--- src/hw/rtl/scc_skid.sv ---
`timescale 1ns / 1ps
// Two-entry output buffer; its ready is registered and stalls the pipeline
// only when both entries hold items. Depends on nothing.
module scc_skid #(
    parameter int DW = 8
) (
    input  logic          aclk,
    input  logic          aresetn,
    input  logic          push,
    input  logic [DW-1:0] push_data,
    output logic          ready,
    output logic          m_valid,
    input  logic          m_ready,
    output logic [DW-1:0] m_data
);
    logic          main_v_reg, main_v_next;
    logic          spare_v_reg, spare_v_next;
    logic [DW-1:0] main_d_reg, main_d_next;
    logic [DW-1:0] spare_d_reg, spare_d_next;
    logic          pop;

    assign pop = main_v_reg && m_ready;

    always_comb begin
        main_v_next  = main_v_reg;
        spare_v_next = spare_v_reg;
        main_d_next  = main_d_reg;
        spare_d_next = spare_d_reg;
        if (!main_v_reg || pop) begin
            if (spare_v_reg) begin
                main_v_next  = 1'b1;
                main_d_next  = spare_d_reg;
                spare_v_next = 1'b0;
            end else begin
                main_v_next = push;
                main_d_next = push_data;
            end
        end else if (push) begin
            spare_v_next = 1'b1;
            spare_d_next = push_data;
        end
    end

    always_ff @(posedge aclk) begin
        if (!aresetn) begin
            main_v_reg  <= 1'b0;
            spare_v_reg <= 1'b0;
        end else begin
            main_v_reg  <= main_v_next;
            spare_v_reg <= spare_v_next;
        end
    end

    always_ff @(posedge aclk) begin
        main_d_reg  <= main_d_next;
        spare_d_reg <= spare_d_next;
    end

    assign ready   = !spare_v_reg;
    assign m_valid = main_v_reg;
    assign m_data  = main_d_reg;

endmodule

--- config.mk ---
export PLATFORM = sky130hd
export DESIGN_NAME = scc_skid
export DESIGN_NICKNAME = d
export VERILOG_FILES = /design/src/hw/rtl/scc_skid.sv
export SDC_FILE = /design/constraint.sdc
export NUM_CORES = 1
export LEC_CHECK = 0
export ABC_CLOCK_PERIOD_IN_PS = 3100
export BUFFER_PORTS_ARGS = -buffer_cell sky130_fd_sc_hd__buf_2
export CORE_UTILIZATION = 31
export CTS_CLUSTER_SIZE = 40
export DETAILED_ROUTE_END_ITERATION = 6
export SLEW_MARGIN = 25
export SYNTH_ARGS = -nofsm -noshare
export SYNTH_HDL_FRONTEND = slang
export SYNTH_SLANG_ARGS = --single-unit
--- constraint.sdc ---
create_clock -name aclk -period 3.1 [get_ports aclk]
set_clock_uncertainty 0.2 [all_clocks]
set_input_delay 0.465 -clock aclk [delete_from_list [all_inputs] [get_ports aclk]]
set_output_delay 0.465 -clock aclk [all_outputs]
set_load 0.005 [all_outputs]
Word level (Yosys, flattened, before mapping):

Cells that the tools add are included.

* mux-type cells: 2
* bitwise logic cells: 2
* reduce and logical (&&, ||, !) cells: 6

Operators with widths (count)
* 2-to-1 mux 8 bit: 1
* zero test 1 bit: 2
* NOT 1 bit: 2
* AND reduction 2 bit: 1
* OR reduction 2 bit: 1
* logical AND 1 bit: 1
* logical OR 1 bit: 1
* 2-to-1 mux 1 bit: 1

* flip-flop bits (word level): 18
* input port bits: 12
* output and inout port bits: 10
* word-level logic and storage cells: 14

Logic depth before layout (Yosys ltp):

* depth after elaboration: 4
* mapped depth: 3
* depth with buffers taken out: 2

Worst setup path after synthesis:

No wires, ideal clock.

* path type: input -> register
* start: in m_ready
* end: reg spare_d_reg[0] (enable)
* setup time: 371 ps
* data arrival time: 1206 ps
* data required time: 2529 ps
* slack: 1323 ps
* cell stages on the path: 2
* path buffers: 0
* cell sequence: nand2b_1 > nor2_1

* longest elaborated chain between the ends: 4

Ends and longest elaborated chain
* start, declared: RTL line 13 `input logic m_ready,`
* logical AND 1 bit: RTL line 22 `assign pop = main_v_reg && m_ready;`
* logical OR 1 bit: RTL line 29 `if (!main_v_reg || pop) begin`
* NOT 1 bit (no source line)
* AND reduction 2 bit (no source line)
* end signal, assigned: RTL line 56 `spare_d_reg <= spare_d_next;`
* end, declared: RTL line 19 `logic [DW-1:0] spare_d_reg, spare_d_next;`

Every way passes these cells.
A chain may end at the register's enable or synchronous reset.

Worst setup path after layout:

* start: reg spare_v_reg
* end: out ready

* longest elaborated chain between the ends: 1

Ends and longest elaborated chain
* start, declared: RTL line 17 `logic spare_v_reg, spare_v_next;`
* start signal, assigned: RTL line 50 `spare_v_reg <= spare_v_next;`
* zero test 1 bit: RTL line 59 `assign ready = !spare_v_reg;`
* end, declared: RTL line 11 `output logic ready,`

Every way passes these cells.

==> flow_metrics.tcl <==
set metrics [dict create \
    status "finished, final reports clean" \
    timing_worst_setup_path_type "reg2out" \
    synth_top_area_share_pct 68.6 \
    setup_viol 0 \
    post_synth.cell_area_avg_um2 20.6 \
    postCtsSetupBuffers 0 \
    clockBufferDepth 2 \
    ys_seq_area_share_pct 74.3 \
    synth_warnings 0 \
    diodes 0 \
    htreeDepth 1 \
    regArea_um2 520 \
    synth.ff_latch_count 18 \
    ant_nets 0 \
    powerDensity_nw_per_um2 501 \
    clkSinkCount 18 \
    io_pins 22 \
    core_area_um2 2040 \
    die_y_um 49.5 \
    p_leak_nw 0.343 \
    clockRootBuffer "clkbuf_4" \
    dr.pass1.iters 3 \
    crit_slowest_cell "dfxtp_1" \
    stdcell_area_um2 855 \
    slowest_delay_ns 0.73 \
    postCtsHoldBufs 0 \
    wl_per_cell_um 10.5 \
    antenna_found_initial 0 \
    area_growth_syn_to_layout_pct 22.0 \
    tns_ns 0 \
    drive_above_1_share_pct 58.6 \
    power_w 0.000428 \
    ff2ff_setup_slack_ns 1.32 \
    critPathMaxFanout 10 \
    ctsResizeCount 0 \
    holdWs_ns 0.162 \
    rsz0062_at_grt "false" \
    io_buffers 21 \
    grt_max_degree 12 \
    ir_worst_vdd_uv 225 \
    utilization_pct 41.9 \
    overflow 0 \
    max_clock_freq_ghz 0.528 \
    rows 16 \
    yosys.area.top_type "edfxtp_1" \
    layout_worst_path_cycle_share_pct 61.1 \
    slew_violations 0 \
    design.die.area_um2 2450 \
    grt_usage_pct 8.33 \
    clk_pin_slew_ns 0.10 \
    cp.arrival_ns 1.23 \
    die_w_um 49.5 \
    required_ns 2.43 \
    hold_class "in2reg" \
    grt_pass1_vias 309 \
    cts_tree "yes" \
    end_kind "primary output" \
    period_minus_slack_ns 1.89 \
    grt_pass1_wl_mm 1.46 \
    vias 345 \
    drc 0 \
    synth_area_leaders "edfxtp_1 69%, mux2_4 17%, dfxtp_1 5.7%, nor3b_2 1.8%, buf_6 1.6%" \
    viasPerCell 4.06 \
    ys_types 10 \
    dpl-instance-area_um2 828 \
    worstReg2RegEnd "spare_d_reg[3]" \
    detail_route.wirelength_um 891 \
    startpoint_type "flip-flop" \
    reg2reg_depth 2 \
    cp-endpoint "ready" \
    r2r_start "m_valid" \
    numCtsBuffers 3 \
    path_cells "inv_1 > buf_2" \
    startpoint "spare_v_reg" \
    start_util_pct 34.3 \
    fill_cells 215 \
    slew-limit-headroom_pct 57.4 \
    syn_nets 46 \
    synth_area_um2 701 \
    gp_congestion 0.606 \
    fin_nets 71 \
    drtIter0Drc 1 \
    tightestPinTransition_ns 0.636 \
    netlist_instances 34 \
    hold_viol 0 \
    clk_latency_ns 0.28 \
    maxCapViolCount 0 \
    multiInputGateArea_um2 161 \
]
cell usage after synthesis:
library cell	number
edfxtp_1	16
dfxtp_1	2
nand2b_1	1
nor3b_2	1
inv_1	2
mux2_4	8
nor2_4	1
nor2_1	1
buf_6	1
a21boi_0	1
worst min path at each step:
stage	from	to	slack [ns]	depth (start not counted)
after floorplan	spare_d_reg[0]	m_data[0]	0.33	1
after global placement	spare_d_reg[4]	m_data[4]	0.33	1
after detailed placement	spare_d_reg[2]	m_data[2]	0.34	1
after CTS	push_data[2]	spare_d_reg[2]	0.15	1
after global routing	push_data[2]	spare_d_reg[2]	0.14	1
final	push_data[2]	spare_d_reg[2]	0.16	1
where the power goes:
| group | switching [W] | internal (W) | total, W |
|---|---|---|---|
| Combinational | 0.0000137 | 0.0000211 | 0.0000347 |
| Sequential | 0.00000389 | 0.000277 | 0.000281 |
| Clock | 0.0000660 | 0.0000467 | 0.000113 |
worst max-delay path: cells and delay by family (launching register included):
family / cells / cell delay, ns
buf+inv: 2 / 0.22
flops: 1 / 0.73
cell type report:
type                       count  share of cell area (%)
inverter                       2                   0.878
timing repair buffer          21                    12.3
multi-input combinational     13                    18.9
tap                           27                    3.95
clock buffer                   3                    2.64
sequential                    18                    60.9
clock inverter                 1                   0.439
cell families after synthesis:
logic type	share of synthesized area, %
flip-flops	74.3
AND/OR/NAND/NOR	4.82
buffers and inverters	2.68
multiplexers	17.1
AO/OA/AOI/OAI	1.07
layout by cell type (no fill, tap or decap), drive strengths merged:
cell / n
inv: 2
nand2b: 1
clkbuf: 3
clkinv: 1
buf: 21
mux2: 8
nor3b: 1
nor2: 2
dfxtp: 2
a21boi: 1
edfxtp: 16
per-layer routing:
layer  vias up  routed length [um]  global-route usage, %
li1        173                   -                      -
met1       160                 380                   10.5
met2        12                 459                   11.9
met3         0                  51                   1.85
met4         0                   0                   7.14
met5         -                   0                      0
metrics by stage:
| step | worst slack (ns) | instances |
|---|---|---|
| finish | 1.21 | 85 |
| global route | 1.09 | 85 |
| CTS | 1.17 | 85 |
| detailed placement | 0.994 | 81 |
| global placement | 1.03 | 81 |
| floorplan | 1.32 | 34 |
Note: power is estimated with default switching activity, not from simulation.
