<file path="src/hw/rtl/scc_pkg.sv">
`timescale 1ns / 1ps
// Shared constants and types for the swept circle collision check.
// Depends on nothing; scc_mul, scc_search_stage, the top level and the bench import it.
package scc_pkg;

    localparam int DEF_COORD_WIDTH = 32;
    localparam int DEF_FRAC_BITS   = 16;
    localparam int TICK_WIDTH      = 31;
    localparam int MUL_DIGIT       = 16;

    typedef enum logic [2:0] {
        OUT_HIT    = 3'd0,
        OUT_NEVER  = 3'd1,
        OUT_PAST   = 3'd2,
        OUT_BEYOND = 3'd3,
        OUT_STILL  = 3'd4
    } outcome_t;

    // Control word that travels with an item through the root search.
    typedef struct packed {
        logic     valid;
        outcome_t outcome;
    } ctl_t;

endpackage

</file>
<file path="src/hw/rtl/scc_mul.sv">
`timescale 1ns / 1ps
// Pipelined signed multiplier, one 16-bit digit of the second operand per stage.
// Depends on scc_pkg for the digit size.
module scc_mul #(
    parameter int AW = 33,
    parameter int BW = 33
) (
    input  logic                    aclk,
    input  logic                    en,
    input  logic signed [AW-1:0]    a,
    input  logic signed [BW-1:0]    b,
    output logic signed [AW+BW-1:0] p
);
    import scc_pkg::*;

    localparam int DIG  = MUL_DIGIT;
    localparam int NDIG = (BW + DIG - 1) / DIG;
    localparam int BPAD = NDIG * DIG;
    localparam int PW   = AW + BW;

    logic                   sign_reg [0:NDIG];
    logic [AW-1:0]          ma_reg   [0:NDIG-1];
    logic [BPAD-1:0]        mb_reg   [0:NDIG-1];
    logic [PW-1:0]          acc_reg  [0:NDIG];
    logic signed [PW-1:0]   p_reg;

    // Stage 0 splits the operands into sign and magnitude.
    always_ff @(posedge aclk) begin
        if (en) begin
            sign_reg[0] <= a[AW-1] ^ b[BW-1];
            ma_reg[0]   <= unsigned'(a[AW-1] ? -a : a);
            mb_reg[0]   <= BPAD'(unsigned'(b[BW-1] ? -b : b));
            acc_reg[0]  <= '0;
        end
    end

    for (genvar i = 1; i <= NDIG; i++) begin : g_digit
        logic [AW+DIG-1:0] pp;
        assign pp = (AW+DIG)'(ma_reg[i-1]) * (AW+DIG)'(mb_reg[i-1][DIG*(i-1) +: DIG]);

        always_ff @(posedge aclk) begin
            if (en) begin
                sign_reg[i] <= sign_reg[i-1];
                acc_reg[i]  <= acc_reg[i-1] + (PW'(pp) << (DIG * (i - 1)));
            end
        end

        if (i < NDIG) begin : g_pass
            always_ff @(posedge aclk) begin
                if (en) begin
                    ma_reg[i] <= ma_reg[i-1];
                    mb_reg[i] <= mb_reg[i-1];
                end
            end
        end
    end

    always_ff @(posedge aclk) begin
        if (en) begin
            p_reg <= sign_reg[NDIG] ? -signed'(acc_reg[NDIG]) : signed'(acc_reg[NDIG]);
        end
    end

    assign p = p_reg;

endmodule

</file>
<file path="config.mk">
export PLATFORM = sky130hd
export DESIGN_NAME = scc_mul
export DESIGN_NICKNAME = d
export VERILOG_FILES = /design/src/hw/rtl/scc_pkg.sv /design/src/hw/rtl/scc_mul.sv
export SDC_FILE = /design/constraint.sdc
export NUM_CORES = 2
export LEC_CHECK = 0
export BUFFER_PORTS_ARGS = -buffer_cell sky130_fd_sc_hd__clkbuf_2
export CAP_MARGIN = 20
export CELL_PAD_IN_SITES_DETAIL_PLACEMENT = 2
export CELL_PAD_IN_SITES_GLOBAL_PLACEMENT = 2
export CORE_ASPECT_RATIO = 0.7
export CORE_UTILIZATION = 45
export DETAILED_ROUTE_END_ITERATION = 10
export PLACE_DENSITY_LB_ADDON = 0.12
export REMOVE_ABC_BUFFERS = 1
export SLEW_MARGIN = 20
export SYNTH_ARGS = -nofsm -noshare
export SYNTH_HDL_FRONTEND = slang
export SYNTH_SLANG_ARGS = --single-unit
</file>
<file path="constraint.sdc">
create_clock -name aclk -period 13.9 [get_ports aclk]
set_input_delay 1.39 -clock aclk [delete_from_list [all_inputs] [get_ports aclk]]
set_output_delay 1.39 -clock aclk [all_outputs]
set_load 0.02 [all_outputs]
</file>
# ---- After elaboration in Yosys (flattened, before gate mapping)
# Memory sizes are Yosys's and may differ from the RTL's.
# Cells that the tools add are included.
dict set report op_classes {
  n_addsub 6
  multipliers 3
  div 0
  order_cmp 0
  eq_ne 0
  n_shift 0
  mux 5
  bitwise 1
  reduce_logical 0
}
# operator n
set ops {}
lappend ops {{multiplier 33 x 16 -> 49 bit} 2}
lappend ops {{adder 66 x 49 -> 66 bit} 1}
lappend ops {{adder 66 x 65 -> 66 bit} 1}
lappend ops {{adder 66 bit} 1}
lappend ops {{two-way mux 33 bit} 2}
lappend ops {{two-way mux 66 bit} 1}
lappend ops {{negation 33 bit} 2}
lappend ops {{negation 66 bit} 1}
lappend ops {{multiplier 33 x 16 -> 34 bit} 1}
lappend ops {{two-way mux 1 bit} 2}
lappend ops {{bitwise XOR 1 bit} 1}
dict set report totals {
  regBits 66
  latchBits 0
  mem_bits_rw 511
  romBits 0
  out_inout_bits 66
  wordCells 20
  mem_count 4
}
# memory depth word_bits read_ports rd_ports_with_merged_regs wr line
set mem_list {}
lappend mem_list {acc_reg 4 66 4 0 4 scc_mul.sv:24} ;# logic [PW-1:0] acc_reg [0:NDIG];
lappend mem_list {mb_reg 3 48 3 0 3 scc_mul.sv:23} ;# logic [BPAD-1:0] mb_reg [0:NDIG-1];
lappend mem_list {ma_reg 3 33 3 0 3 scc_mul.sv:22} ;# logic [AW-1:0] ma_reg [0:NDIG-1];
lappend mem_list {sign_reg 4 1 4 0 4 scc_mul.sv:21} ;# logic sign_reg [0:NDIG];

# ---- Longest topological paths before layout
dict set report logic_depth {
  ltp_word 2
  mapped_depth 36
}

# ---- Worst setup path before layout
# No wires, ideal clock.
dict set report synth_path {
  kind {register to register}
  startpoint {memory mb_reg[0][73] in the netlist's numbering}
  endpoint {memory acc_reg[2][64] in the netlist's numbering (data pin)}
  t_arrival_ns 7.862
  t_required_ns 13.629
  path_slack_ns 5.766
  path_stages_with_launch 37
  path_buffers 3
  period_less_slack_ns 8.134
  cell_sequence {edfxtp_1 -> clkbuf_1 -> clkbuf_1 -> nand2_1 -> fa_1 -> inv_1 -> fa_1 -> inv_1 -> fa_1 -> inv_1 -> fa_1 -> fa_1 -> inv_1 -> fa_1 -> inv_1 -> ha_1 -> clkbuf_1 -> nand2_1 -> o21ai_0 -> o21a_1 -> a41o_1 -> nand3_1 -> and2_1 -> o21ai_0 -> a21oi_1 -> xnor2_1 -> ha_1 -> a21oi_1 -> nor2b_1 -> o21ai_0 -> a21oi_1 -> nand2_1 -> o31ai_1 -> o41a_1 -> a311oi_2 -> nor4_1 -> xor2_1}
}
# element line
set synth_rtl {}
lappend synth_rtl {{start, declared} scc_mul.sv:23}
lappend synth_rtl {{end, declared} scc_mul.sv:24}

==> summary.md <==
| Metric | Value |
|---|---|
| DIE WIDTH | `406.7 um` |
| Antenna cells | `0` |
| DRT antenna net count | `0` |
| First-pass GRT wire length | `269400 um` |
| Max Clock Skew | `0.03076 ns` |
| Worst skew pair latency | `0.66 ns` |
| TritonRoute pass-1 iters | `5` |
| CTS sink count | `404` |
| Main flop type after synthesis | `edfxtp_1` |
| Setup violators final | `0` |
| Antenna violations before repair | `5` |
| Register-to-Register Setup Slack | `4.35 ns` |
| Total gr overflow | `0` |
| Post-CTS Resized | `0` |
| HP Class | `flop to flop` |
| Buffers on Ports | `133` |
| Yosys warnings | `0` |
| Htree depth | `2` |
| Vias | `37.65k` |
| Worst path most repeated cell | `fa_1` |
| Total negative slack | `0 ns` |
| Max-slew violation count | `0` |
| Initial Utilization | `45.58%` |
| Row cnt | `103` |
| Worst hold slack | `0.4203 ns` |
| Crit share post-route | `68.67%` |
| Cts hold-fix bufs | `0` |
| Die area | `116000 sq um` |
| CTS clk-pin slew, worst paths | `0.07 ns` |
| Maxcap violations | `0` |
| Vias in the first global route | `43.85k` |
| HPWL after DPL | `135500 um` |
| CP Capture Type | `flop` |
| Yosys cell types | `75` |
| DR iter-0 viols | `2378` |
| Largest net degree at the start of global routing | `177` |
| CP peak stage delay | `0.76 ns` |
| Mapped Cells | `5165` |
| CP Launch Type | `flop` |
| RSZ-0062 raised after global routing | `no` |
| Postcts setup bufs | `0` |
| I/O Pins | `134` |
| Layout cell share with drive strength beyond 1 | `5.694%` |
| Post-route minimum period | `9.546 ns` |
| Slew margin rel. | `21.05%` |
| Bufs on Longest Clock Path | `3` |
| Final routed DRC violation total | `0` |
| Syn Area/Cell | `9.986 sq um` |
| Worst Tran Pin Value | `1.181 ns` |
| Post-layout nets | `6467` |
| Final Hold Viols | `0` |
| Cell area after synthesis | `51580 sq um` |
| Drt via density | `5.559` |
| CP top delay family | `adder cells` |
| Worst setup path class | `flop to flop` |
| Async SR Flop Fraction | `0%` |
| Area grow syn2layout | `7.692%` |
| Routability congestion estimate | `0.8615` |
| Placed cell areas | `53850 sq um` |
| Post-synth EDFFs | `404` |
| Critical Path RT | `14.27 ns` |
| Peak Freq | `0.1048 GHz` |
| WL/cell | `25.66 um` |
| Root buf cell | `clkbuf_16` |
| CTS tree | `done` |
| Register area share after synthesis | `23.52%` |
| CTS Buf Count | `50` |
| Gr usage total | `30.85%` |
| Worst path buffer plus inverter count | `4` |
| Critical Path Slowest Stage Cell | `edfxtp_1` |
| Final design area excluding fillers | `55550 sq um` |
| Core area | `113200 sq um` |
| Total wire length | `173800 um` |
| Status | `completed` |
| Yosys reg bits | `404` |
| Die height | `285.3 um` |
| Worst-path fanout max | `17` |
| Largest register FFs | `184` |
| Worst EP arrival | `9.92 ns` |
==> worst paths after layout <==
check,from,end,depth (start not counted)
setup reg to reg,ma_reg[0][40],acc_reg[2][60],30
hold / removal,mb_reg[0][29],mb_reg[0][77],0
setup / recovery,ma_reg[0][40],acc_reg[2][60],30
hold reg to reg,mb_reg[0][29],mb_reg[0][77],0
==> stage by stage <==
stage	cells	worst slack [ns]	utilization, %
3_3_place_gp	6678	4.653	47.59
2_1_floorplan	4967	5.715	-
4_1_cts	6772	4.444	49.07
3_5_place_dp	6678	4.505	47.59
5_1_grt	6773	3.854	49.09
6_report	6773	4.354	49.09
==> final cells by class <==
cell class	instances	area, sq um
Clock inverter	40	405.4
Timing Repair Buffer	190	1136
Tap cell	1522	1904
Fill cell	11820	57610
Clock buffer	54	1266
Sequential cell	404	12130
Inverter	925	3472
Multi-Input combinational cell	3638	35230
==> cells by family (layout without fill, tap and decap cells) <==
family | Yosys count | count (layout) | synth area share (%)
multiplexers | 4 | 4 | 0.07763
buffers and inverters | 1123 | 1209 | 8.177
XOR/XNOR | 276 | 276 | 4.687
AO/OA/AOI/OAI | 585 | 585 | 7.331
adder cells (fa/ha/maj) | 1190 | 1190 | 41.49
flip-flops | 404 | 404 | 23.52
AND/OR/NAND/NOR | 1583 | 1583 | 14.72
==> synthesized netlist by cell type, types with 4 or more instances <==
library cell	count	area, sq um
nor3b_1	4	30.03
or4_1	16	120.1
and2_1	382	2390
inv_1	925	3472
xnor2_1	220	1927
nor2_1	86	322.8
and4_1	6	52.55
xor2_1	56	490.5
and3_1	20	125.1
o21bai_1	26	195.2
nand2_1	851	3194
a21o_1	73	548.0
nand4_1	26	162.7
a21oi_1	173	865.8
ha_1	323	4041
mux2i_1	4	40.04
o41ai_1	14	122.6
edfxtp_1	404	12130
or3_1	21	131.4
a21boi_0	6	45.04
clkbuf_1	196	735.7
nand3_1	37	185.2
nand2b_1	33	206.5
fa_1	867	17360
nor4_1	11	68.82
a211oi_1	17	127.6
o21a_1	22	165.2
a41oi_1	4	35.03
a311oi_1	4	35.03
a211o_1	7	61.31
or2_2	7	43.79
o31ai_1	38	285.3
a221oi_1	6	52.55
o21ai_0	130	650.6
a221o_1	4	40.04
a31oi_1	11	68.82
nor3_1	39	195.2
o211ai_1	12	90.09
nor2b_1	20	125.1
==> layout by cell type, fill, tap and decap left out, drive strengths merged, types with 5 or more instances in the layout <==
cell type,netlist,routed
and2,382,382
buf,2,58
o41ai,14,14
and4,6,6
nand4,26,26
nor4,14,14
edfxtp,404,404
nor2,86,86
clkbuf,196,186
xor2,56,56
nand2b,33,33
clkinvlp,0,7
nand3,38,38
o31ai,38,38
or4,17,17
and3,20,20
a311oi,5,5
fa,867,867
clkinv,0,21
o211ai,12,12
or3,21,21
a211o,7,7
a211oi,17,17
a21o,73,73
a21oi,173,173
a221oi,6,6
o21bai,26,26
a21boi,6,6
a31oi,13,13
ha,323,323
o21ai,132,132
o21a,22,22
xnor2,220,220
nor2b,20,20
nand2,851,851
inv,925,933
nor3,42,42
or2,7,7
==> per-layer routing <==
metal,track usage (%),vias to the layer above,share of wire [%]
met4,6.513,4,2.0
met2,47.60,1123,45
met1,42.96,19960,44
li1,-,16380,-
met5,0,-,0.0081
met3,9.209,193,9.2
Power is left out: the tool's default activity adds up to more than one toggle a clock period on the data nets, which glitch-free logic cannot reach.
