<file path="config.mk">
export PLATFORM = sky130hd
export DESIGN_NAME = scc_delay
export DESIGN_NICKNAME = d
export VERILOG_FILES = /design/src/hw/rtl/scc_delay.sv
export SDC_FILE = /design/constraint.sdc
export NUM_CORES = 1
export LEC_CHECK = 0
export ABC_AREA = 0
export BUFFER_PORTS_ARGS = -buffer_cell sky130_fd_sc_hd__buf_2
export CORE_MARGIN = 2
export CORE_UTILIZATION = 46
export DETAILED_ROUTE_END_ITERATION = 10
export GPL_ROUTABILITY_DRIVEN = 0
export GPL_TIMING_DRIVEN = 1
export HOLD_SLACK_MARGIN = 0.05
export PLACE_DENSITY = 0.74
export SLEW_MARGIN = 10
export SYNTH_ARGS = -nofsm -noshare
export SYNTH_HDL_FRONTEND = slang
export SYNTH_SLANG_ARGS = --single-unit
export TNS_END_PERCENT = 10
</file>
<file path="constraint.sdc">
create_clock -name aclk -period 0.8 [get_ports aclk]
set_input_delay 0.2 -clock aclk [delete_from_list [all_inputs] [get_ports aclk]]
set_output_delay 0.2 -clock aclk [all_outputs]
set_load 0.02 [all_outputs]
</file>
<file path="src/hw/rtl/scc_delay.sv">
`timescale 1ns / 1ps
// Stallable delay line with a valid bit, used to keep item data aligned with
// the multipliers. Depends on nothing.
module scc_delay #(
    parameter int DW    = 8,
    parameter int DEPTH = 2
) (
    input  logic          aclk,
    input  logic          aresetn,
    input  logic          en,
    input  logic          in_valid,
    input  logic [DW-1:0] in_data,
    output logic          out_valid,
    output logic [DW-1:0] out_data
);
    logic          v_reg [0:DEPTH-1];
    logic [DW-1:0] d_reg [0:DEPTH-1];

    for (genvar i = 0; i < DEPTH; i++) begin : g_tap
        always_ff @(posedge aclk) begin
            if (!aresetn) begin
                v_reg[i] <= 1'b0;
            end else if (en) begin
                v_reg[i] <= (i == 0) ? in_valid : v_reg[(i == 0) ? 0 : i - 1];
            end
        end

        always_ff @(posedge aclk) begin
            if (en) begin
                d_reg[i] <= (i == 0) ? in_data : d_reg[(i == 0) ? 0 : i - 1];
            end
        end
    end

    assign out_valid = v_reg[DEPTH-1];
    assign out_data  = d_reg[DEPTH-1];

endmodule

</file>
# --- Word-level counts from Yosys, hierarchy flattened ---
# Memory sizes are Yosys's and may differ from the RTL's.
# Cells that the tools add are included.
word_totals:
  regBits: 0
  ram_bits: 18
  inputBits: 12
  out_inout_bits: 9
  memories: 2
op_classes:
  muxes: 7
  bitwise_logic: 2
memory_table:
  columns: ["name", "words", "word_bits", "rd", "rd_clocked_by_memory_dff", "write_ports", "line_no", "source"]
  rows:
  - ["d_reg", 2, 8, 2, 0, 2, "17", "logic [DW-1:0] d_reg [0:DEPTH-1];"]
  - ["v_reg", 2, 1, 2, 0, 2, "16", "logic v_reg [0:DEPTH-1];"]
ops:
  columns: ["cell", "n"]
  rows:
  - ["1-bit two-way mux", 7]
  - ["1-bit bitwise OR", 2]

# --- Depth between registers and ports, before layout ---
# Gate-level depths: netlist of the first run.
depth:
  depth_word: 4
  mapped_depth: 2

# --- Worst setup path before layout of the first run ---
# Ideal clock, no wire load.
synth_timing:
  path_kind: "register to output"
  from: "memory d_reg[1][0], in the netlist d_reg[0][8]"
  to: "output port out_data[0]"
  arrival_time_ns: 0.490
  t_required_ns: 0.600
  slack_ns: 0.110
  path_stages_with_launch: 2
  n_path_buf: 1
  path_cell_list: "edfxtp_1 -> buf_4"
synth_lines:
  columns: ["item", "line_no", "source"]
  rows:
  - ["start, declared", "17", null]
  - ["end, declared", "14", "output logic [DW-1:0] out_data"]

==> results of run 1 <==
==> timing repair <==
item	in CTS	in global routing
gates cloned	0	0
hold buffers	0	0
buffers inserted	0	0
setup endpoints to repair	9	9
gates resized for setup	3	0
==> power breakdown <==
part	switching (W)	leakage, nW	internal (W)
combinational	0.0000761	0.114	0.0000660
sequential	0.0000159	0.176	0.00111
clock	0.000249	0.0154	0.000181
total	0.000341	0.306	0.00135
==> stage by stage <==
| step | setup TNS [ns] | area [sq um] | setup slack (ns) |
|---|---|---|---|
| global placement | -0.493 | 719 | -0.0364 |
| finish | -1.78 | 753 | -0.222 |
| CTS | -1.88 | 753 | -0.239 |
| detailed placement | -0.596 | 719 | -0.0426 |
| global route | -2.15 | 753 | -0.263 |
| floorplan | 0 | 621 | 0.110 |
==> per-layer routing <==
| metal | part of all wire | vias to the layer above | track usage |
|---|---|---|---|
| li1 | - | 137 | - |
| met2 | 0.50 | 14 | 0.167 |
| met4 | 0.027 | 0 | 0.125 |
| met3 | 0.080 | 2 | 0.0217 |
| met5 | 0 | - | 0 |
| met1 | 0.39 | 139 | 0.0942 |
==> synthesized netlist by cell type <==
master    number  area, sq um
edfxtp_1      17          510
mux2i_1        1         10.0
nand2b_1       1         6.26
buf_4          8         60.1
and3_2         1         7.51
nor2b_1        1         6.26
dfxtp_1        1         20.0
==> worst max path at each step <==
stage	startpoint	to	slack, ns	cells after the start
after floorplan	d_reg[0][8]$_DFFE_PP_	out_data[0]	0.11	1
after global placement	en	d_reg[0][10]$_DFFE_PP_	-0.04	2
after detailed placement	en	d_reg[0][12]$_DFFE_PP_	-0.04	2
after CTS	d_reg[0][12]$_DFFE_PP_	out_data[4]	-0.24	1
after global routing	d_reg[0][12]$_DFFE_PP_	out_data[4]	-0.26	1
final	d_reg[0][12]$_DFFE_PP_	out_data[4]	-0.22	1
==> placed cells by master, fill, tap and decap left out <==
master / count
buf_12: 2
nor2b_1: 1
edfxtp_1: 17
mux2i_1: 1
clkbuf_4: 3
and3_2: 1
dfxtp_2: 1
buf_2: 19
buf_6: 1
clkinv_1: 1
nand2b_1: 1
==> worst register-to-register path, cell delays in order, from the launching register on <==
cell      delay, ns
edfxtp_1       0.37
mux2i_1        0.14
nor2b_1        0.06
==> layout make-up <==
| type | instances | share of cell area |
|---|---|---|
| Sequential cell | 18 | 0.706 |
| Timing Repair Buffer | 22 | 0.194 |
| Multi-Input combinational cell | 4 | 0.0399 |
| Clock buffer | 3 | 0.0299 |
| Tap cell | 15 | 0.0249 |
| Clock inverter | 1 | 0.00498 |
==> cells by family (layout without fill, tap and decap cells) <==
family | Yosys count | after routing | synth area share
and+or+nand+nor | 3 | 3 | 0.0323
muxes | 1 | 1 | 0.0161
DFF | 18 | 18 | 0.855
buffers and inverters | 8 | 26 | 0.0968
==> metrics.txt, run 1 <==
status=finished, violations left; failing checks=negative setup slack; antenna violations before repair=0; Fin Hold WS=0.0887 ns; WP buf/inv=1; hold depth=1; Final Cycle Share=1.28; crit path kind=flip-flop to output port; Cell Area, Synth=621 sq um; DIE WIDTH=40.7 microns; post-layout util=0.586; CTS Buf Count=3; Avg Vias per Cell=4.63; Tmin final=1.02 ns; num rows=13; Yosys warnings=0; Critical Path Max Stage Delay=0.38 ns; maximum vdd drop=1210 uV; worst hold path class=input port to flip-flop; Hold Path Sink=d_reg[0][3]$_DFFE_PP_; Tot Pwr=0.00169 W; Ports=21; Pleak=0.306 nW; register area=532 sq um; CTS Sinks=18; maximum level of the CTS H-tree=1; DRC=0; Distinct cells, synth=7; clock buffer depth=2; 1st-pass router iterations=2; vias in the first global route=261; Initial Util=0.483; synthesized area per cell=20.7 sq um; R2R Path End=v_reg[1]$_DFF_P_; max_slew headroom=0.865; cell family with most CP delay=flip-flops; Final Skew=0.00274 ns; Avg WL per Cell=11.2 microns; #FFs+latches synth=18; crit path max fanout=1; Worst setup EP type=output port; largest net degree at the start of global routing=11; Crit path required time=0.60 ns; clock latency on the worst-skew pair=0.28 ns; critical path, cell by cell=buf_2; die area=1660 sq um; P&R area growth vs syn=21.4%; worst reg2reg path depth=2; Placed Instances=59; diode count=0; Die Span Y=40.7 microns; final hold vios=0; Worst Slack Setup Final=-0.222 ns; Core Region=1280 sq um; DP Wirelength=547 microns; RR Startpoint=v_reg[0]$_DFFE_PP_; aggregate global-route resource usage=0.102; ratio of cells with drive above 1 in the final layout=0.563; flip-flop count of the largest register after layout=16; Post-Synthesis Cells=30; IO Port Bufs=20; slowest cell on the critical path=edfxtp_1; post-route ant nets=0; Syn Nets=42; pwr dens=2250 nW/um^2; RSZ-0062 raised after global routing=yes; final WL=704 microns; Fmax achieved=0.978 GHz; Fillers=100; non-filler cells, final=63; Setup Viol. Count Final=9; Layout Nets=61; Seq/Total Area, Yosys=0.855; global-route wire length before repair=986 microns; clk slew on worst S/H paths=0.09 ns; Worst-Margin Slew=0.202 ns; min-delay src=in_data[3]; max-capacitance violation count=0; area of the multi-input gates=30.0 sq um; Slew Limit Fails=0; initial drt markers=3; CP arrival=0.82 ns; via count=292; R2R Setup Slk=0.13 ns; crit path launch type=flip-flop; Clock Root Buffer=clkbuf_4; total gr overflow=0; CTS tree=done
Power figures use the tool's default switching activity.
==> run 2: changes to the inputs <==
CORE_MARGIN = not set   (was 2)
==> run 2 against run 1 <==
  * The flow still finishes with violations (negative setup slack)
  * Combinational power shrank 5%
  * Final area decreased by 0.50%
  * Global-route usage rose by 0.56 points
  * Maximum frequency up 0.48%
  * First-iteration DRC count unchanged
  * Via count is 5.5% lower
  * Register-to-register slack about the same
  * Total power grew 4.7%
  * Sequential share of layout area grew 0.35 points
  * Sequential power barely moved
  * Clock skew is 0.00092 ns lower
  * Highest routed layer is now met3
==> metrics.txt, run 2 (synthesis results as in run 1) <==
status=finished, violations left; failing checks=negative setup slack; Fmax achieved=0.983 GHz (+0.48%); maximum vdd drop=1740 uV (+44%); CP arrival=0.82 ns (about the same); WP buf/inv=1 (unchanged); DRC=0 (unchanged); antenna violations before repair=0 (unchanged); Switching Fraction=0.187 (-0.0143); pre-CTS setup slack=-0.0495 ns (-0.00694 ns); Avg WL per Cell=10.6 microns (-5.3%); vias in the first global route=267 (+2.3%); P_int=0.00144 W (+6.6%); CTS Buf Count=3 (unchanged); Ports=21 (unchanged); largest net degree at the start of global routing=12 (+1); post-CTS setup buffer count=0 (unchanged); Final Cycle Share=1.27 (-0.00615); total gr overflow=0 (unchanged); CTS Sinks=18 (unchanged); 1st-pass router iterations=4 (+2); P&R area growth vs syn=20.8%; cell family with most CP delay=flip-flops; Clock power frac=0.290 (+0.037); Layout Nets=61 (unchanged); final WL=656 microns (-6.8%); Seq pwr share=0.633 (-0.030); Fin Hold WS=0.0961 ns (+0.00741 ns); Slew Limit Fails=0 (unchanged); max layer used=met3; Critical Path Max Stage Delay=0.38 ns (about the same); Switching Power=0.000331 W (-2.7%); Worst Slack Setup Final=-0.217 ns (+0.00492 ns); post-route ant nets=0 (unchanged); Routed met2 length=334 microns (-5.4%); Worst setup EP type=output port; Setup Viol. Count Final=9 (unchanged); RSZ-0062 raised after global routing=yes; worst hold path class=input port to flip-flop; Fillers=87 (-13%); pwr dens=2370 nW/um^2 (+5.2%); aggregate global-route resource usage=0.107 (+0.00560); DIE WIDTH=38.7 microns (-4.9%); flip-flop count of the largest register after layout=16 (unchanged); Crit path required time=0.60 ns (about the same); commonest non-fill, non-tap cell in the layout=buf_2; Core Region=1190 sq um (-7.7%); CTS tree=done; initial drt markers=3 (unchanged); clock buffer depth=2 (unchanged); Final Skew=0.00182 ns (-0.000919 ns); Die Span Y=38.7 microns (-4.9%); slowest cell on the critical path=edfxtp_1; crit path max fanout=1 (unchanged); Avg Vias per Cell=4.45 (-4.0%); via count=276 (-5.5%); Gate power share=0.076 (-0.008); ratio of cells with drive above 1 in the final layout=0.583 (+0.0208); Tmin final=1.02 ns (-0.00492 ns); maximum level of the CTS H-tree=1 (unchanged); Pleak=0.307 nW (+0.34%); Initial Util=0.523 (+0.0402); max_slew headroom=0.879 (+0.0139); Placed Instances=58 (-1.7%); crit path kind=flip-flop to output port; Worst-Margin Slew=0.181 ns (-0.0209 ns); num rows=12 (-1); critical path, cell by cell=buf_2; max-capacitance violation count=0 (unchanged); die area=1500 sq um (-9.6%); global-route wire length before repair=1070 microns (+8.4%); Clock Root Buffer=clkbuf_4; clk slew on worst S/H paths=0.09 ns (about the same); most frequent cells in the layout=19 x buf_2, 17 x edfxtp_1, 3 x clkbuf_4; diode count=0 (unchanged); final hold vios=0 (unchanged); met3 routed WL=42 microns (-25%); clock latency on the worst-skew pair=0.27 ns (about the same); Metal-1 WL=278 microns (+1.5%); non-filler cells, final=62 (-1.6%); crit path launch type=flip-flop; IO Port Bufs=20 (unchanged)
[run 2: cell types whose count changed in the layout (fill, tap and decap cells not counted), sizes merged]
cell	delta
clkinv	-1
clkbuf	+1
[run 2: layer usage]
metal	vias to the layer above	GRT usage
li1	137	-
met1	124	0.130
met2	15	0.196
met3	0	0.0173
met4	0	0.0259
met5	-	0
[run 2: area by class of cell]
type | count | area (sq um) | share of cell area
flip-flops and latches | 18 | 532 | 0.710
multi-input cells | 4 | 30.0 | 0.0401
well taps | 14 | 17.5 | 0.0234
clock buffers | 4 | 36.3 | 0.0484
repair buffers | 22 | 134 | 0.179
[run 2: stage by stage]
step                      utilization  TNS (ns)  power [W]  cell area, sq um
after floorplan                     -         0    0.00123               621
after global placement          0.595    -0.344    0.00127               706
after detailed placement        0.595    -0.644    0.00128               706
after CTS                       0.632     -1.86    0.00180               749
after global routing            0.632     -2.17    0.00186               749
final                           0.632     -1.73    0.00177               749
[run 2: what timing repair did]
action,4_1_cts,5_1_grt
hold buffers,0,0
resized for setup,3,0
setup endpoints to repair,9,9
[run 2: power by group through the flow]
stage / registers [W] / clock network (W) / logic, W
after floorplan: 0.00114 / 0 / 0.0000809
after global placement: 0.00114 / 0 / 0.000129
after detailed placement: 0.00115 / 0 / 0.000133
after CTS: 0.00113 / 0.000536 / 0.000137
after global routing: 0.00113 / 0.000579 / 0.000146
final: 0.00112 / 0.000516 / 0.000135
[run 2: final timing paths]
kind | startpoint | to | slack [ns] | cells past startpoint
min reg2reg | d_reg[0][5]$_DFFE_PP_ | d_reg[0][13]$_DFFE_PP_ | 0.43 | 0
min | in_data[0] | d_reg[0][0]$_DFFE_PP_ | 0.1 | 1
max | d_reg[0][15]$_DFFE_PP_ | out_data[7] | -0.22 | 1
max reg2reg | v_reg[0]$_DFFE_PP_ | v_reg[1]$_DFF_P_ | 0.12 | 2
==> run 3: changes to the inputs <==
ABC_AREA = 1   (was 0)
==> run 3 against run 2 <==
  * The flow still finishes with violations (negative setup slack)
  * Setup slack gained 0.0085 ns
  * Synthesized cell count grew 13%
  * Highest routed layer unchanged
  * Sequential share of layout area shrank 1.6 points
==> metrics.txt, run 3 <==
Yosys warnings=0 (unchanged); CTS Sinks=18 (unchanged); Tmin final=1.01 ns (-0.00849 ns); #FFs+latches synth=18 (unchanged); Seq/Total Area, Yosys=0.851 (-0.00343); clk slew on worst S/H paths=0.09 ns (about the same); crit path max fanout=1 (unchanged); global-route wire length before repair=945 microns (-12%); Clock Root Buffer=clkbuf_4; Fin Hold WS=0.0906 ns (-0.00545 ns); Post-Synthesis Cells=34 (+13%); post-synth top area cell=edfxtp_1; critical path, cell by cell=buf_6; P_int=0.00137 W (-5.0%); R2R Path End=d_reg[0][13]$_DFFE_PP_; Critical Path Source=d_reg[0][9]$_DFFE_PP_; diode count=0 (unchanged); flip-flop count of the largest register after layout=16 (unchanged); ratio of cells with drive above 1 in the final layout=0.500 (-0.0833); crit path kind=flip-flop to output port; worst reg2reg path depth=0 (-2); antenna violations before repair=0 (unchanged); Layout Nets=65 (+6.6%); failing checks=negative setup slack; R2R Setup Slk=0.18 ns (+0.06 ns); status=finished, violations left; maximum vdd drop=1320 uV (-24%); largest cells by area after synthesis=edfxtp_1 82%, buf_4 9.6%, dfxtp_1 3.2%, nand2_1 1.8%, nand3_1 1.6%; synth cell count leaders=17 x edfxtp_1, 8 x buf_4, 3 x nand2_1; DIE WIDTH=38.8 microns (+0.19%); Avg Vias per Cell=4.45 (about the same); post-layout util=0.647 (+0.0148); Cell Area, Synth=623 sq um (+0.40%); Worst Slack Setup Final=-0.209 ns (+0.00849 ns); number of enable flip-flop cells after synthesis=17 (unchanged); Seq pwr share=0.661 (+0.028); Avg WL per Cell=9.62 microns (-9.1%); clock latency on the worst-skew pair=0.28 ns (about the same); crit path launch type=flip-flop; via count=294 (+6.5%); RSZ-0062 raised after global routing=yes; post-route ant nets=0 (unchanged); WP buf/inv=1 (unchanged); die area=1510 sq um (+0.39%); Distinct cells, synth=7 (unchanged); clock buffer depth=2 (unchanged); vias in the first global route=252 (-5.6%); Clock power frac=0.251 (-0.039); top_reg_cell synth=edfxtp_1; max-capacitance violation count=0 (unchanged); synthesized area per cell=18.3 sq um (-11%); Setup Viol. Count Final=9 (unchanged); maximum level of the CTS H-tree=1 (unchanged); Switching Power=0.000329 W (-0.53%); final WL=635 microns (-3.2%); Ports=21 (unchanged); RR Startpoint=d_reg[0][5]$_DFFE_PP_; cts hold-fix bufs=0 (unchanged); Worst path depth=1 (unchanged); final hold vios=0 (unchanged); Die Span Y=38.8 microns (+0.19%); cell family with most CP delay=flip-flops; Placed Instances=62 (+6.9%); pwr dens=2220 nW/um^2 (-6.3%); CP arrival=0.81 ns (about the same); Worst setup EP type=output port; Critical Path Max Stage Delay=0.39 ns (about the same); Final Skew=0.00281 ns (+0.000994 ns); 1st-pass router iterations=2 (-2); Syn Nets=46 (+9.5%); DRC=0 (unchanged); initial drt markers=3 (unchanged); CTS Buf Count=3 (unchanged); post-CTS setup buffer count=0 (unchanged); largest net degree at the start of global routing=11 (-1); worst hold path class=input port to flip-flop; Gate power share=0.088 (+0.012); Worst-Margin Slew=0.129 ns (-0.0522 ns); most frequent cell after synthesis=edfxtp_1; Fmax achieved=0.991 GHz (+0.84%); Tot Pwr=0.00170 W (-4.1%); total gr overflow=0 (unchanged); FFs w/ async S/R, synth=0 (unchanged); non-filler cells, final=66 (+6.5%); Crit path required time=0.60 ns (about the same); Initial Util=0.525 (+0.00211); crit path to=out_data[1]; IO Port Bufs=20 (unchanged); aggregate global-route resource usage=0.101 (-0.00611); P&R area growth vs syn=23.1%; slowest cell on the critical path=edfxtp_1; num rows=12 (unchanged); post_cts resized=3 (unchanged); Yosys top cell area share=0.819 (-0.00330); DP Wirelength=487 microns; most frequent cells in the layout=17 x edfxtp_1, 17 x buf_2, 3 x nand2_1, 3 x clkbuf_4, 3 x buf_6; Core Region=1190 sq um (unchanged); CTS tree=done; Final Cycle Share=1.26 (-0.0106); Slew Limit Fails=0 (unchanged); Pleak=0.320 nW (+4.3%); Switching Fraction=0.194 (+0.00701); max_slew headroom=0.914 (+0.0348)
## run 3: cell families after synthesis
group         after synthesis  synth area share
flops                      18             0.851
simple gates                6            0.0402
buf+inv                    10             0.108
## run 3: how the worst min path moves through the flow
stage / slack [ns] / cells after the start / from / end
after floorplan: 0.30 / 0 / in_data[0] / d_reg[0][0]$_DFFE_PP_
after global placement: 0.38 / 1 / in_data[3] / d_reg[0][3]$_DFFE_PP_
after detailed placement: 0.38 / 1 / in_data[7] / d_reg[0][7]$_DFFE_PP_
after CTS: 0.08 / 1 / in_data[7] / d_reg[0][7]$_DFFE_PP_
after global routing: 0.06 / 1 / in_data[2] / d_reg[0][2]$_DFFE_PP_
final: 0.09 / 1 / in_data[3] / d_reg[0][3]$_DFFE_PP_
## run 3: metrics by stage
step                      setup TNS, ns  setup slack (ns)  cell area, sq um
after global placement                0            0.0175               721
after global routing              -2.15            -0.265               767
final                             -1.74            -0.209               767
after CTS                         -1.90            -0.234               754
after detailed placement              0           0.00874               721
after floorplan                       0             0.110               623
## run 3: power by group through the flow
| stage | sequential [W] | clock, W | combinational [W] |
|---|---|---|---|
| final | 0.00112 | 0.000427 | 0.000150 |
| after global routing | 0.00113 | 0.000486 | 0.000161 |
| after CTS | 0.00112 | 0.000447 | 0.000144 |
| after detailed placement | 0.00115 | 0 | 0.000141 |
| after global placement | 0.00114 | 0 | 0.000138 |
| after floorplan | 0.00114 | 0 | 0.0000800 |
## run 3: per-layer routing
| metal | track usage | wire (microns) |
|---|---|---|
| met5 | 0 | 0 |
| met4 | 0.0776 | 0 |
| met3 | 0.0347 | 61 |
| met2 | 0.158 | 310 |
| met1 | 0.111 | 262 |
## run 3: layout make-up
cell class | count | area (sq um)
inverter | 2 | 7.51
multi-input combinational | 6 | 25.0
timing repair buffer | 22 | 159
fill | 89 | 419
clock buffer | 4 | 26.3
tap | 14 | 17.5
sequential | 18 | 532
