--- src/hw/rtl/scc_pkg.sv ---
`timescale 1ns / 1ps
// Shared constants and types for the swept circle collision check.
// Depends on nothing; scc_mul, scc_search_stage, the top level and the bench import it.
package scc_pkg;

    localparam int DEF_COORD_WIDTH = 32;
    localparam int DEF_FRAC_BITS   = 16;
    localparam int TICK_WIDTH      = 31;
    localparam int MUL_DIGIT       = 16;

    typedef enum logic [2:0] {
        OUT_HIT    = 3'd0,
        OUT_NEVER  = 3'd1,
        OUT_PAST   = 3'd2,
        OUT_BEYOND = 3'd3,
        OUT_STILL  = 3'd4
    } outcome_t;

    // Control word that travels with an item through the root search.
    typedef struct packed {
        logic     valid;
        outcome_t outcome;
    } ctl_t;

endpackage

--- src/hw/rtl/scc_search_stage.sv ---
`timescale 1ns / 1ps
// One bit of the contact time search: tries to set bit BIT of the time and
// updates the scaled quadratic and its slope by shifts and adds. Uses scc_pkg.
module scc_search_stage #(
    parameter int BIT = 0,
    parameter int AW  = 66,
    parameter int LW  = 98,
    parameter int FW  = 132,
    parameter int SW  = 128
) (
    input  logic                             aclk,
    input  logic                             aresetn,
    input  logic                             en,
    input  logic [scc_pkg::TICK_WIDTH-1:0]   tick,
    input  scc_pkg::ctl_t                    ctl_in,
    input  logic [scc_pkg::TICK_WIDTH-1:0]   k_in,
    input  logic signed [LW-1:0]             lin_in,
    input  logic signed [FW-1:0]             f_in,
    input  logic [AW-1:0]                    a_in,
    input  logic [SW-1:0]                    side_in,
    output scc_pkg::ctl_t                    ctl_out,
    output logic [scc_pkg::TICK_WIDTH-1:0]   k_out,
    output logic signed [LW-1:0]             lin_out,
    output logic signed [FW-1:0]             f_out,
    output logic [AW-1:0]                    a_out,
    output logic [SW-1:0]                    side_out
);
    import scc_pkg::*;

    logic [TICK_WIDTH-1:0] cand;
    logic signed [LW-1:0]  lin_c;
    logic signed [FW-1:0]  f_c;
    logic                  take;

    logic                  valid_reg;
    outcome_t              outcome_reg;
    logic [TICK_WIDTH-1:0] k_reg;
    logic signed [LW-1:0]  lin_reg;
    logic signed [FW-1:0]  f_reg;
    logic [AW-1:0]         a_reg;
    logic [SW-1:0]         side_reg;

    // f(k + d) = f(k) + 2 d lin(k) + a d^2 and lin(k + d) = lin(k) + a d.
    assign cand  = k_in | (TICK_WIDTH'(1) << BIT);
    assign lin_c = lin_in + signed'(LW'(a_in) << BIT);
    assign f_c   = f_in + (FW'(lin_in) <<< (BIT + 1)) + signed'(FW'(a_in) << (2 * BIT));
    assign take  = (cand <= tick) && (lin_c[LW-1] || (lin_c == '0)) && !f_c[FW-1];

    always_ff @(posedge aclk) begin
        if (!aresetn) begin
            valid_reg <= 1'b0;
        end else if (en) begin
            valid_reg <= ctl_in.valid;
        end
    end

    always_ff @(posedge aclk) begin
        if (en) begin
            outcome_reg <= ctl_in.outcome;
            k_reg       <= take ? cand  : k_in;
            lin_reg     <= take ? lin_c : lin_in;
            f_reg       <= take ? f_c   : f_in;
            a_reg       <= a_in;
            side_reg    <= side_in;
        end
    end

    assign ctl_out  = '{valid: valid_reg, outcome: outcome_reg};
    assign k_out    = k_reg;
    assign lin_out  = lin_reg;
    assign f_out    = f_reg;
    assign a_out    = a_reg;
    assign side_out = side_reg;

endmodule

--- config.mk ---
export PLATFORM = sky130hd
export DESIGN_NAME = scc_search_stage
export DESIGN_NICKNAME = d
export VERILOG_FILES = /design/src/hw/rtl/scc_pkg.sv /design/src/hw/rtl/scc_search_stage.sv
export SDC_FILE = /design/constraint.sdc
export NUM_CORES = 1
export LEC_CHECK = 0
export ABC_AREA = 1
export BUFFER_PORTS_ARGS = -buffer_cell sky130_fd_sc_hd__buf_2
export CORE_AREA = 4 4 368 370
export CTS_BUF_LIST = sky130_fd_sc_hd__clkbuf_4 sky130_fd_sc_hd__clkbuf_8
export CTS_CLUSTER_SIZE = 10
export DETAILED_ROUTE_END_ITERATION = 10
export DIE_AREA = 0 0 372 374
export MAX_ROUTING_LAYER = met4
export PLACE_DENSITY = 0.48
export SLEW_MARGIN = 20
export SYNTH_ARGS = -nofsm -noshare
export SYNTH_HDL_FRONTEND = slang
export SYNTH_SLANG_ARGS = --single-unit
--- constraint.sdc ---
create_clock -name aclk -period 4.51 [get_ports aclk]
set_input_delay 0.451 -clock aclk [delete_from_list [all_inputs] [get_ports aclk]]
set_output_delay 0.451 -clock aclk [all_outputs]
set_load 0.1 [all_outputs]
**Word-level counts from Yosys, hierarchy flattened**

Cells that the tools add are included.

- Bits in registers: 459
- Word-level logic and storage cells: 19
- Input bits: 493
- Output and inout port bits: 459

- Add/subtract/negate cells: 3
- Reduce and logical (&&, ||, !) cells: 5
- Magnitude comparators: 1
- Muxes and demuxes: 2

Operators by type and width:

| operator | count |
|---|---|
| $add A132 B67 Y132 | 1 |
| $add A132 B99 Y132 | 1 |
| $mux W132 | 1 |
| $add A98 B67 Y98 | 1 |
| $logic_not A98 Y1 | 1 |
| $mux W98 | 1 |
| $le A31 B31 Y1 | 1 |
| $logic_and A1 B1 Y1 | 2 |
| $logic_not A1 Y1 | 1 |
| $logic_or A1 B1 Y1 | 1 |

**Depth between registers and ports, before layout**

Gate-level depths: netlist (run 1).

- Depth in word-level cells: 6
- Mapped depth: 27
- Mapped depth without buffers: 25

**Worst setup path after synthesis (run 1)**

OpenSTA, ideal clock, no wires.

- Kind: input to register
- Start point: input lin_in[0]
- End point: register f_reg[75] (netlist: f_out[75]), data pin
- Data required time: 4257 ps
- Cell stages on the path: 16
- Buffers on the path: 0
- Data arrival time: 3327 ps
- Library setup time: 253 ps
- Path slack: 931 ps
- Path through: fa_1 > ha_1 > inv_1 > fa_1 > nor3_1 > nor2_1 > o21ai_0 > a21oi_1 > o21ai_0 > a21boi_0 > o21ai_0 > a21oi_1 > nand2_1 > nand2_1 > nand3_1 > nand2_1

- Longest elaborated chain between the ends: 6
- Elaborated cells on any way between the ends: 9
- Those cells by class: add/sub: 3; mux: 1; reduce/logical: 5

RTL lines:

| element | line | text |
|---|---|---|
| start, declared | scc_search_stage.sv:17 | `input logic signed [LW-1:0] lin_in,` |
| branches (longest 5 deep; another with $add A132 B99 Y132) | - |  |
| $mux W132 (*) | scc_search_stage.sv:62 | `f_reg <= take ? f_c : f_in;` |
| end signal, assigned | scc_search_stage.sv:62 |  |
| end, declared | scc_search_stage.sv:39 | `logic signed [FW-1:0] f_reg;` |

Mark *: on every way between the ends.
A chain may end at the register's enable or synchronous reset.

**Worst setup path after layout (run 1)**

- Start point: input a_in[47]
- End point: register f_reg[104] (netlist: f_out[104]), data pin

- Longest elaborated chain between the ends: 6
- Elaborated cells on any way between the ends: 8
- Those cells by class: add/sub: 2; mux: 1; reduce/logical: 5

RTL lines:

| element | line | text |
|---|---|---|
| start, declared | scc_search_stage.sv:19 | `input logic [AW-1:0] a_in,` |
| $add A98 B67 Y98 | scc_search_stage.sv:45 | `assign lin_c = lin_in + signed'(LW'(a_in) << BIT);` |
| $logic_not A98 Y1 | scc_search_stage.sv:47 | `assign take = (cand <= tick) && (lin_c[LW-1] \|\| (lin_c == '0)) && !f_c[FW-1];` |
| $logic_or A1 B1 Y1 | scc_search_stage.sv:47 |  |
| $logic_and A1 B1 Y1 (2 in series) | scc_search_stage.sv:47 |  |
| $mux W132 (*) | scc_search_stage.sv:62 |  |

Every way passes the cells marked *; elsewhere a longest branch is shown, timed or not.

==> metrics, run 1 <==
Tightest Pin Transition=0.933 ns; Synth Instances=~5500; r2r endpoint=valid_reg$_SDFFE_PN0P_; final hold slack=approximately 0.058 ns; final wirelength=between 200 and 250 mm; minimum clock period=4.45 ns; crit path DAT=slightly above 5 ns; Max Slew Vio Count=0; RSZ-0062 raised after global routing=false; footprint of the multi-input gates=around 0.022 sq mm; Synth Warn #=0; WL/cell=roughly 26 microns; TritonRoute pass-1 iters=7; status=finished clean; via count=around 46000; crit path max-delay cell type=o21ai_0; final hold viol count=0; max FFs per register=approximately 130; Tcrit/Tclk final=a little over nine tenths; share of cells above drive strength 1=a little over a quarter; Crit Path Category=input pin to register; Root Buffer=clkbuf_8; CP startpoint kind=input pin; CP peak stage delay=~0.63 ns; Yosys top cell area share=35.1%; initial antenna violation count=19; Yosys reg bits=459; Tot Pwr=21.5 mW; max_cap viols=0; Crit path top cell by count=buf_4; CTS tree=built; vias in the first global route=47100; layout filler cell count=around 14000; Clk Latency, worst-skew pair=just over 0.8 ns; Core Region=around 0.13 sq mm; Hold Path Class=input pin to register; clock-pin slew on the worst setup and hold paths=around 0.060 ns; reg2reg path depth=3; proportion of synthesized chip area in sequential cells=35.2%; crit end category=register; Unique masters post-synth=48; Clock Tree Buf Depth=3; Die Span Y=approximately 370 microns; Synth area leaders=edfxtp_1, nand2_1, ha_1; setup bufs post-CTS=0; worst setup path start=a_in[47]; critical path fanouts, max=4; full die area=between 0.1 and 0.15 sq mm; R2R setup slack=3.30 ns; routability cong.=1.06; FF+latch area=around 0.014 sq mm; port bufs=approximately 950; initial detailed-routing violation count=around 3700; H-tree levels=3; Required @ worst endpoint=slightly above 5 ns; # setup viols final=0; Rel. slew slack=approximately 38%; Clock Sinks=459; Leak=29.1 nW; ANT nets after route=0; HPWL Detailed=216 mm; pin count of the biggest net entering global routing=between 90 and 100; Peak VDD IR=~0.00026 V; first-pass GRT wire length=about 340 mm; Max Freq=around 220 MHz; most frequent cells in the layout=nand2_1, buf_2, inv_1; CP Capture Point=f_out[104]$_DFFE_PP_; most common cell after layout, fill and taps aside=nand2_1; power density over the cells=around 370 mW/mm^2; total global routing overflow=0; synthesized area per cell=between 7 and 8 sq um; Initial Utilization=29.5%; area of the mapped netlist=0.0392 sq mm; Clock Skews=0 ns; start of the worst register-to-register path=valid_reg$_SDFFE_PN0P_; syn nets=6303; CTS buffer count=between 80 and 90; Top FF cell, synth=edfxtp_1; post-route DRC violation count=0; post-DR vias/cell=approximately 4.9; Cell Chain, Critical Path=dlygate4sd3_1 > buf_2 > buf_4 > fa_1 > ha_1 > nand2_1 > o21ai_0 > a21oi_1 > buf_4 > o21ai_0 > a21oi_1 > o311ai_0 > buf_4 > xor2_1 > nand3_1 > nand2_1; area delta synth->final=48.2%; top cell type by total area after synthesis=edfxtp_1; num ports=approximately 950; asr flop ratio synth=0%; Die X=372 microns; All-Layer GR Usage=a little over a third; Row Count=between 100 and 150; NumNets Final=about 8500; EDFF count, synth=458
[worst min path at each step]
stage / start / endpoint / slack [ns] / cells after the start
2_1_floorplan: valid_reg$_SDFFE_PN0P_ / valid_reg$_SDFFE_PN0P_ / 0.50 / 2
3_3_place_gp: valid_reg$_SDFFE_PN0P_ / valid_reg$_SDFFE_PN0P_ / 0.53 / 2
3_5_place_dp: valid_reg$_SDFFE_PN0P_ / valid_reg$_SDFFE_PN0P_ / 0.53 / 2
4_1_cts: f_in[43] / f_out[43]$_DFFE_PP_ / 0.001 / 3
5_1_grt: a_in[25] / a_out[25]$_DFFE_PP_ / 0.04 / 2
6_report: f_in[43] / f_out[43]$_DFFE_PP_ / 0.06 / 3
[what timing repair did]
| item | 4_1_cts | 5_1_grt |
|---|---|---|
| hold endpoints to repair | 353 | 0 |
| setup endpoints to repair | 0 | 228 |
| hold buffers | 354 | 0 |
| gates resized for setup | 0 | 30 |
[logic make-up (layout without fill, tap and decap cells)]
| group | count (synthesis) | in the layout | synth area share [%] |
|---|---|---|---|
| flops | 459 | 459 | 35.2 |
| simple gates | 2853 | 2853 | 29.6 |
| buf+inv | 981 | 3234 | 9.92 |
| compound gates | 644 | 644 | 9.11 |
| xor+xnor | 155 | 155 | 3.47 |
| fa+ha+maj | 359 | 359 | 12.8 |
| other cells | 0 | 10 | 0 |
[Yosys cell counts (all sizes together) (21+ instances only)]
library cell	instances
edfxtp	458
fa	67
a21o	21
inv	904
o21ai	187
nand4	62
nor3	49
xnor2	42
xor2	113
o21a	30
ha	292
nand2	1704
a21oi	323
nand3	374
nor2	628
buf	57
[metal layers]
layer  up-vias  GRT usage [%]  wire length [microns]
li1      22000              -                      -
met2      1705           58.6                 117000
met5         -              -                      0
met4         0           14.5                  12000
met1     22200           43.7                 104000
met3       310           4.03                  14200
[per-stage QoR]
| step | setup WS (ns) | std cells | util (%) | cell area (sq um) | TNS [ns] |
|---|---|---|---|---|---|
| after global routing | 0.0112 | 9479 | 43.8 | 58000 | 0 |
| final | 0.0589 | 9482 | 43.8 | 58000 | 0 |
| after floorplan | 0.931 | 5451 | - | 39200 | 0 |
| after CTS | 0.00493 | 9472 | 43.7 | 57900 | 0 |
| after global placement | -0.545 | 8966 | 39.7 | 52600 | -78.46 |
| after detailed placement | -0.556 | 8966 | 39.7 | 52600 | -82.38 |
[layout make-up]
type,instances,area share [%]
inverter,905,5.85
multi-input combinational,4011,37.3
clock buffer,104,2.28
clock inverter,48,0.763
antenna,10,0.0431
timing repair buffer,2177,26.3
tap,1768,3.81
sequential,459,23.7
[worst max-delay path, delay by kind of cell]
family          cells  cell delay [ns]
compound gates      5             1.89
buf+inv             5             1.30
fa+ha+maj           2             0.99
simple gates        3             0.31
xor+xnor            1             0.15
[where the power goes]
part	internal (mW)	switching [mW]	leakage, nW
clock network	2.32	2.11	0.922
registers	5.28	0.199	4.49
logic	3.20	8.35	23.7
Power figures use the tool's default switching activity.
==> run 2, diff against run 1 <==
--- a/config.mk
+++ b/config.mk
@@ -5,15 +5,15 @@
 export SDC_FILE = /design/constraint.sdc
 export NUM_CORES = 1
 export LEC_CHECK = 0
-export ABC_AREA = 1
+export ABC_AREA = 0
 export BUFFER_PORTS_ARGS = -buffer_cell sky130_fd_sc_hd__buf_2
-export CORE_AREA = 4 4 368 370
+export CORE_AREA = 4 4 369 371
 export CTS_BUF_LIST = sky130_fd_sc_hd__clkbuf_4 sky130_fd_sc_hd__clkbuf_8
 export CTS_CLUSTER_SIZE = 10
 export DETAILED_ROUTE_END_ITERATION = 10
-export DIE_AREA = 0 0 372 374
+export DIE_AREA = 0 0 373 375
 export MAX_ROUTING_LAYER = met4
-export PLACE_DENSITY = 0.48
+export PLACE_DENSITY = 0.43
 export SLEW_MARGIN = 20
 export SYNTH_ARGS = -nofsm -noshare
 export SYNTH_HDL_FRONTEND = slang
==> run 2 against run 1 <==
The flow now finishes with violations (setup timing); first-iteration DRC count fell by 40%; sequential share of layout area rose by 0.55 points; power rose by 3.9%; global-route usage fell by 9.0 points; non-clock buffer count rose by 392; worst hold slack improved by 0.021 ns; synthesized cell count fell by 40%; cell count fell by 19%; design area fell by 2.3%; flip-flop and latch count did not move; fmax fell by 13%; critical path type unchanged.
==> metrics, run 2 <==
status=complete, but fails checks; failing checks=setup timing; Pint=12.3 mW (+14%); Max Freq=195 MHz (-13%); crit end category=register; DP Cell Count=7038 (-22%); routability cong.=0.956 (-9.4%); P_sw=9.95 mW (-6.7%); post-route DRC violation count=0 (unchanged); most common cell after layout, fill and taps aside=buf_4; Clock Tree Buf Depth=3 (unchanged); crit path DAT=5.69 ns (+0.58 ns); final hold viol count=0 (unchanged); top cell type by total area after synthesis=edfxtp_1; Setup WS post-layout=-0.625 ns (-0.684 ns); placed cell area=0.0487 sq mm (-7.5%); Unique masters post-synth=90 (+88%); All-Layer GR Usage=26.4% (-9.0 points); max FFs per register=132 (unchanged); CP startpoint kind=input pin; max_cap viols=0 (unchanged); num ports=952 (unchanged); Row Count=134 (unchanged); final hold slack=0.0786 ns (+0.0206 ns); via count=36300 (-22%); top-count cell post-synth=edfxtp_1; Yosys reg bits=459 (unchanged); Root Buffer=clkbuf_8; TritonRoute pass-1 iters=5 (-2); Crit Path Category=input pin to register; proportion of synthesized chip area in sequential cells=41.9% (+6.7 points); Leak=26.1 nW (-10%); most frequent cells in the layout=buf_4, buf_2, edfxtp_1; Clock Power Share=24.0% (+3.3 points); asr flop ratio synth=0% (unchanged); Tcrit/Tclk final=114% (+15 points); Core Region=0.133 sq mm (+0.25%); initial antenna violation count=42 (+23); final instance area=0.0567 sq mm (-2.3%); critical path fanouts, max=8 (+4); H-tree levels=3 (unchanged); Required @ worst endpoint=5.06 ns (-0.11 ns); port bufs=951 (unchanged); Synth top cells by count=edfxtp_1, nand2_1, o21ai_0; Rel. slew slack=29.4% (-8.4 points); Initial Utilization=24.7% (-4.8 points); Synth Instances=3260 (-40%); clock-pin slew on the worst setup and hold paths=0.06 ns (about the same); area of the mapped netlist=0.0329 sq mm (-16%); Clk Latency, worst-skew pair=0.78 ns (-0.03 ns); CTS buffer count=95 (+9.2%); Max Slew Vio Count=0 (unchanged); # setup viols final=231 (+231); full die area=0.140 sq mm (+0.54%); Gate power share=51.3% (-2.5 points); initial detailed-routing violation count=2212 (-40%); Yosys top cell area share=41.8% (+6.7 points); Hold Path Class=input pin to register; Die Span Y=375 microns (+0.27%); vias in the first global route=37200 (-21%); Synth area leaders=edfxtp_1, ha_1, o21ai_0; EDFF count, synth=458 (unchanged); Top FF cell, synth=edfxtp_1; Tightest Pin Transition=1.05 ns (+0.112 ns); Clock Skews=0 ns (unchanged); minimum clock period=5.13 ns (+0.684 ns); Core Util, Final=42.7% (-1.1 points); share of cells above drive strength 1=45.5% (+19 points); HPWL Detailed=156 mm (-28%); Non-Filler Instances=7659 (-19%); sw frac=44.7% (-5.0 points); Tot Pwr=22.3 mW (+3.9%); Synth Warn #=0 (unchanged); post-DR vias/cell=4.74 (-2.8%); CTS tree=built; Peak VDD IR=0.000267 V (+4.2%); Clock Sinks=459 (unchanged); syn nets=4112 (-35%); first-pass GRT wire length=263 mm (-23%); sequential power share=24.6% (-0.9 points); pin count of the biggest net entering global routing=89 (-4.3%); WL/cell=24.5 microns (-6.0%); power density over the cells=393 mW/mm^2 (+6.3%); RSZ-0062 raised after global routing=true; synthesized area per cell=10.1 sq um (+40%); final wirelength=188 mm (-24%); area delta synth->final=72.4%; total global routing overflow=0 (unchanged); ANT nets after route=0 (unchanged); NumNets Final=6632 (-22%); Die X=373 microns (+0.27%)
[run 2: changes by cell type after synthesis, sizes merged, moves of 45 or more]
cell    before  now
clkbuf      19  112
inv        904  109
nand3      374   51
a21o        21  110
nand4       62  107
o21ai      187  318
nand2     1704  373
nor2       628  195
xnor2       42  122
mux2         0   47
[run 2: power by group through the flow]
| stage | Clock, mW | Sequential, mW | Combinational, mW |
|---|---|---|---|
| finish | 5.35 | 5.49 | 11.4 |
| global route | 5.69 | 5.51 | 12.1 |
| CTS | 5.52 | 5.49 | 11.2 |
| detailed placement | 0 | 5.57 | 10.5 |
| global placement | 0 | 5.58 | 10.5 |
| floorplan | 0 | 8.87 | 2.91 |
[run 2: cell type report]
cell class	instances	area [sq um]
multi-input cells	2546	19300
inverters	109	409
clock inverters	62	771
clock buffers	114	1450
well taps	1768	2210
fillers	13300	76200
repair buffers	2569	18700
diodes	32	80.1
flip-flops and latches	459	13800
[run 2: metrics by stage]
stage	TNS, ns	setup slack (ns)
floorplan	-73.43	-0.442
global placement	-536.14	-2.44
detailed placement	-538.17	-2.46
CTS	-66.17	-0.436
global route	-131.29	-0.703
finish	-107.93	-0.625
[run 2: worst paths after layout]
path,to,cells after the start,start,slack (ns)
setup / recovery,lin_out[34]$_DFFE_PP_,20,a_in[15],-0.62
hold / removal,f_out[6]$_DFFE_PP_,4,f_in[6],0.08
hold reg to reg,valid_reg$_SDFFE_PN0P_,3,valid_reg$_SDFFE_PN0P_,1.06
setup reg to reg,valid_reg$_SDFFE_PN0P_,3,valid_reg$_SDFFE_PN0P_,3.36
[run 2: worst max-delay path, stage by stage]
cell	delay (ns)
buf_2	0.13
buf_4	0.15
ha_2	0.44
nand4_1	0.22
or4_4	0.49
o31ai_4	0.38
a21oi_4	0.13
o21ai_2	0.22
xor2_2	0.10
or4_4	0.50
nor4_4	0.30
nand4_1	0.24
nor4_4	0.39
o2111ai_2	0.22
nor4_4	0.37
nor2_4	0.14
buf_6	0.16
clkbuf_16	0.18
buf_8	0.14
mux2_4	0.29
[run 2: logic make-up (layout without fill, tap and decap cells)]
kind of cell | Yosys count | after routing | share of synthesized area [%]
AOI/OAI and AO/OA | 973 | 973 | 18.1
and+or+nand+nor | 927 | 927 | 13.3
DFF | 459 | 459 | 41.9
adders and majority gates | 359 | 359 | 15.2
buffers and inverters | 255 | 2854 | 3.18
xor gates and xnor gates | 235 | 235 | 6.26
muxes | 52 | 52 | 2.11
other | 0 | 32 | 0
[run 2: per-layer routing]
layer	share of wire [%]	global-route usage, %	vias to the layer above
li1	-	-	17300
met1	40	30.3	17500
met2	49	44.7	1205
met3	5.4	4.55	287
met4	5.3	12.6	0
met5	0	-	-
[run 2: timing repair]
| action | in CTS | in global routing |
|---|---|---|
| setup buffers | 28 | 18 |
| cloned | 10 | 13 |
| endpoints found under the setup margin | 231 | 231 |
| gates resized for setup | 225 | 190 |
| hold buffers | 350 | 0 |
| pin swaps | 68 | 50 |
| endpoints found under the hold margin | 349 | 0 |
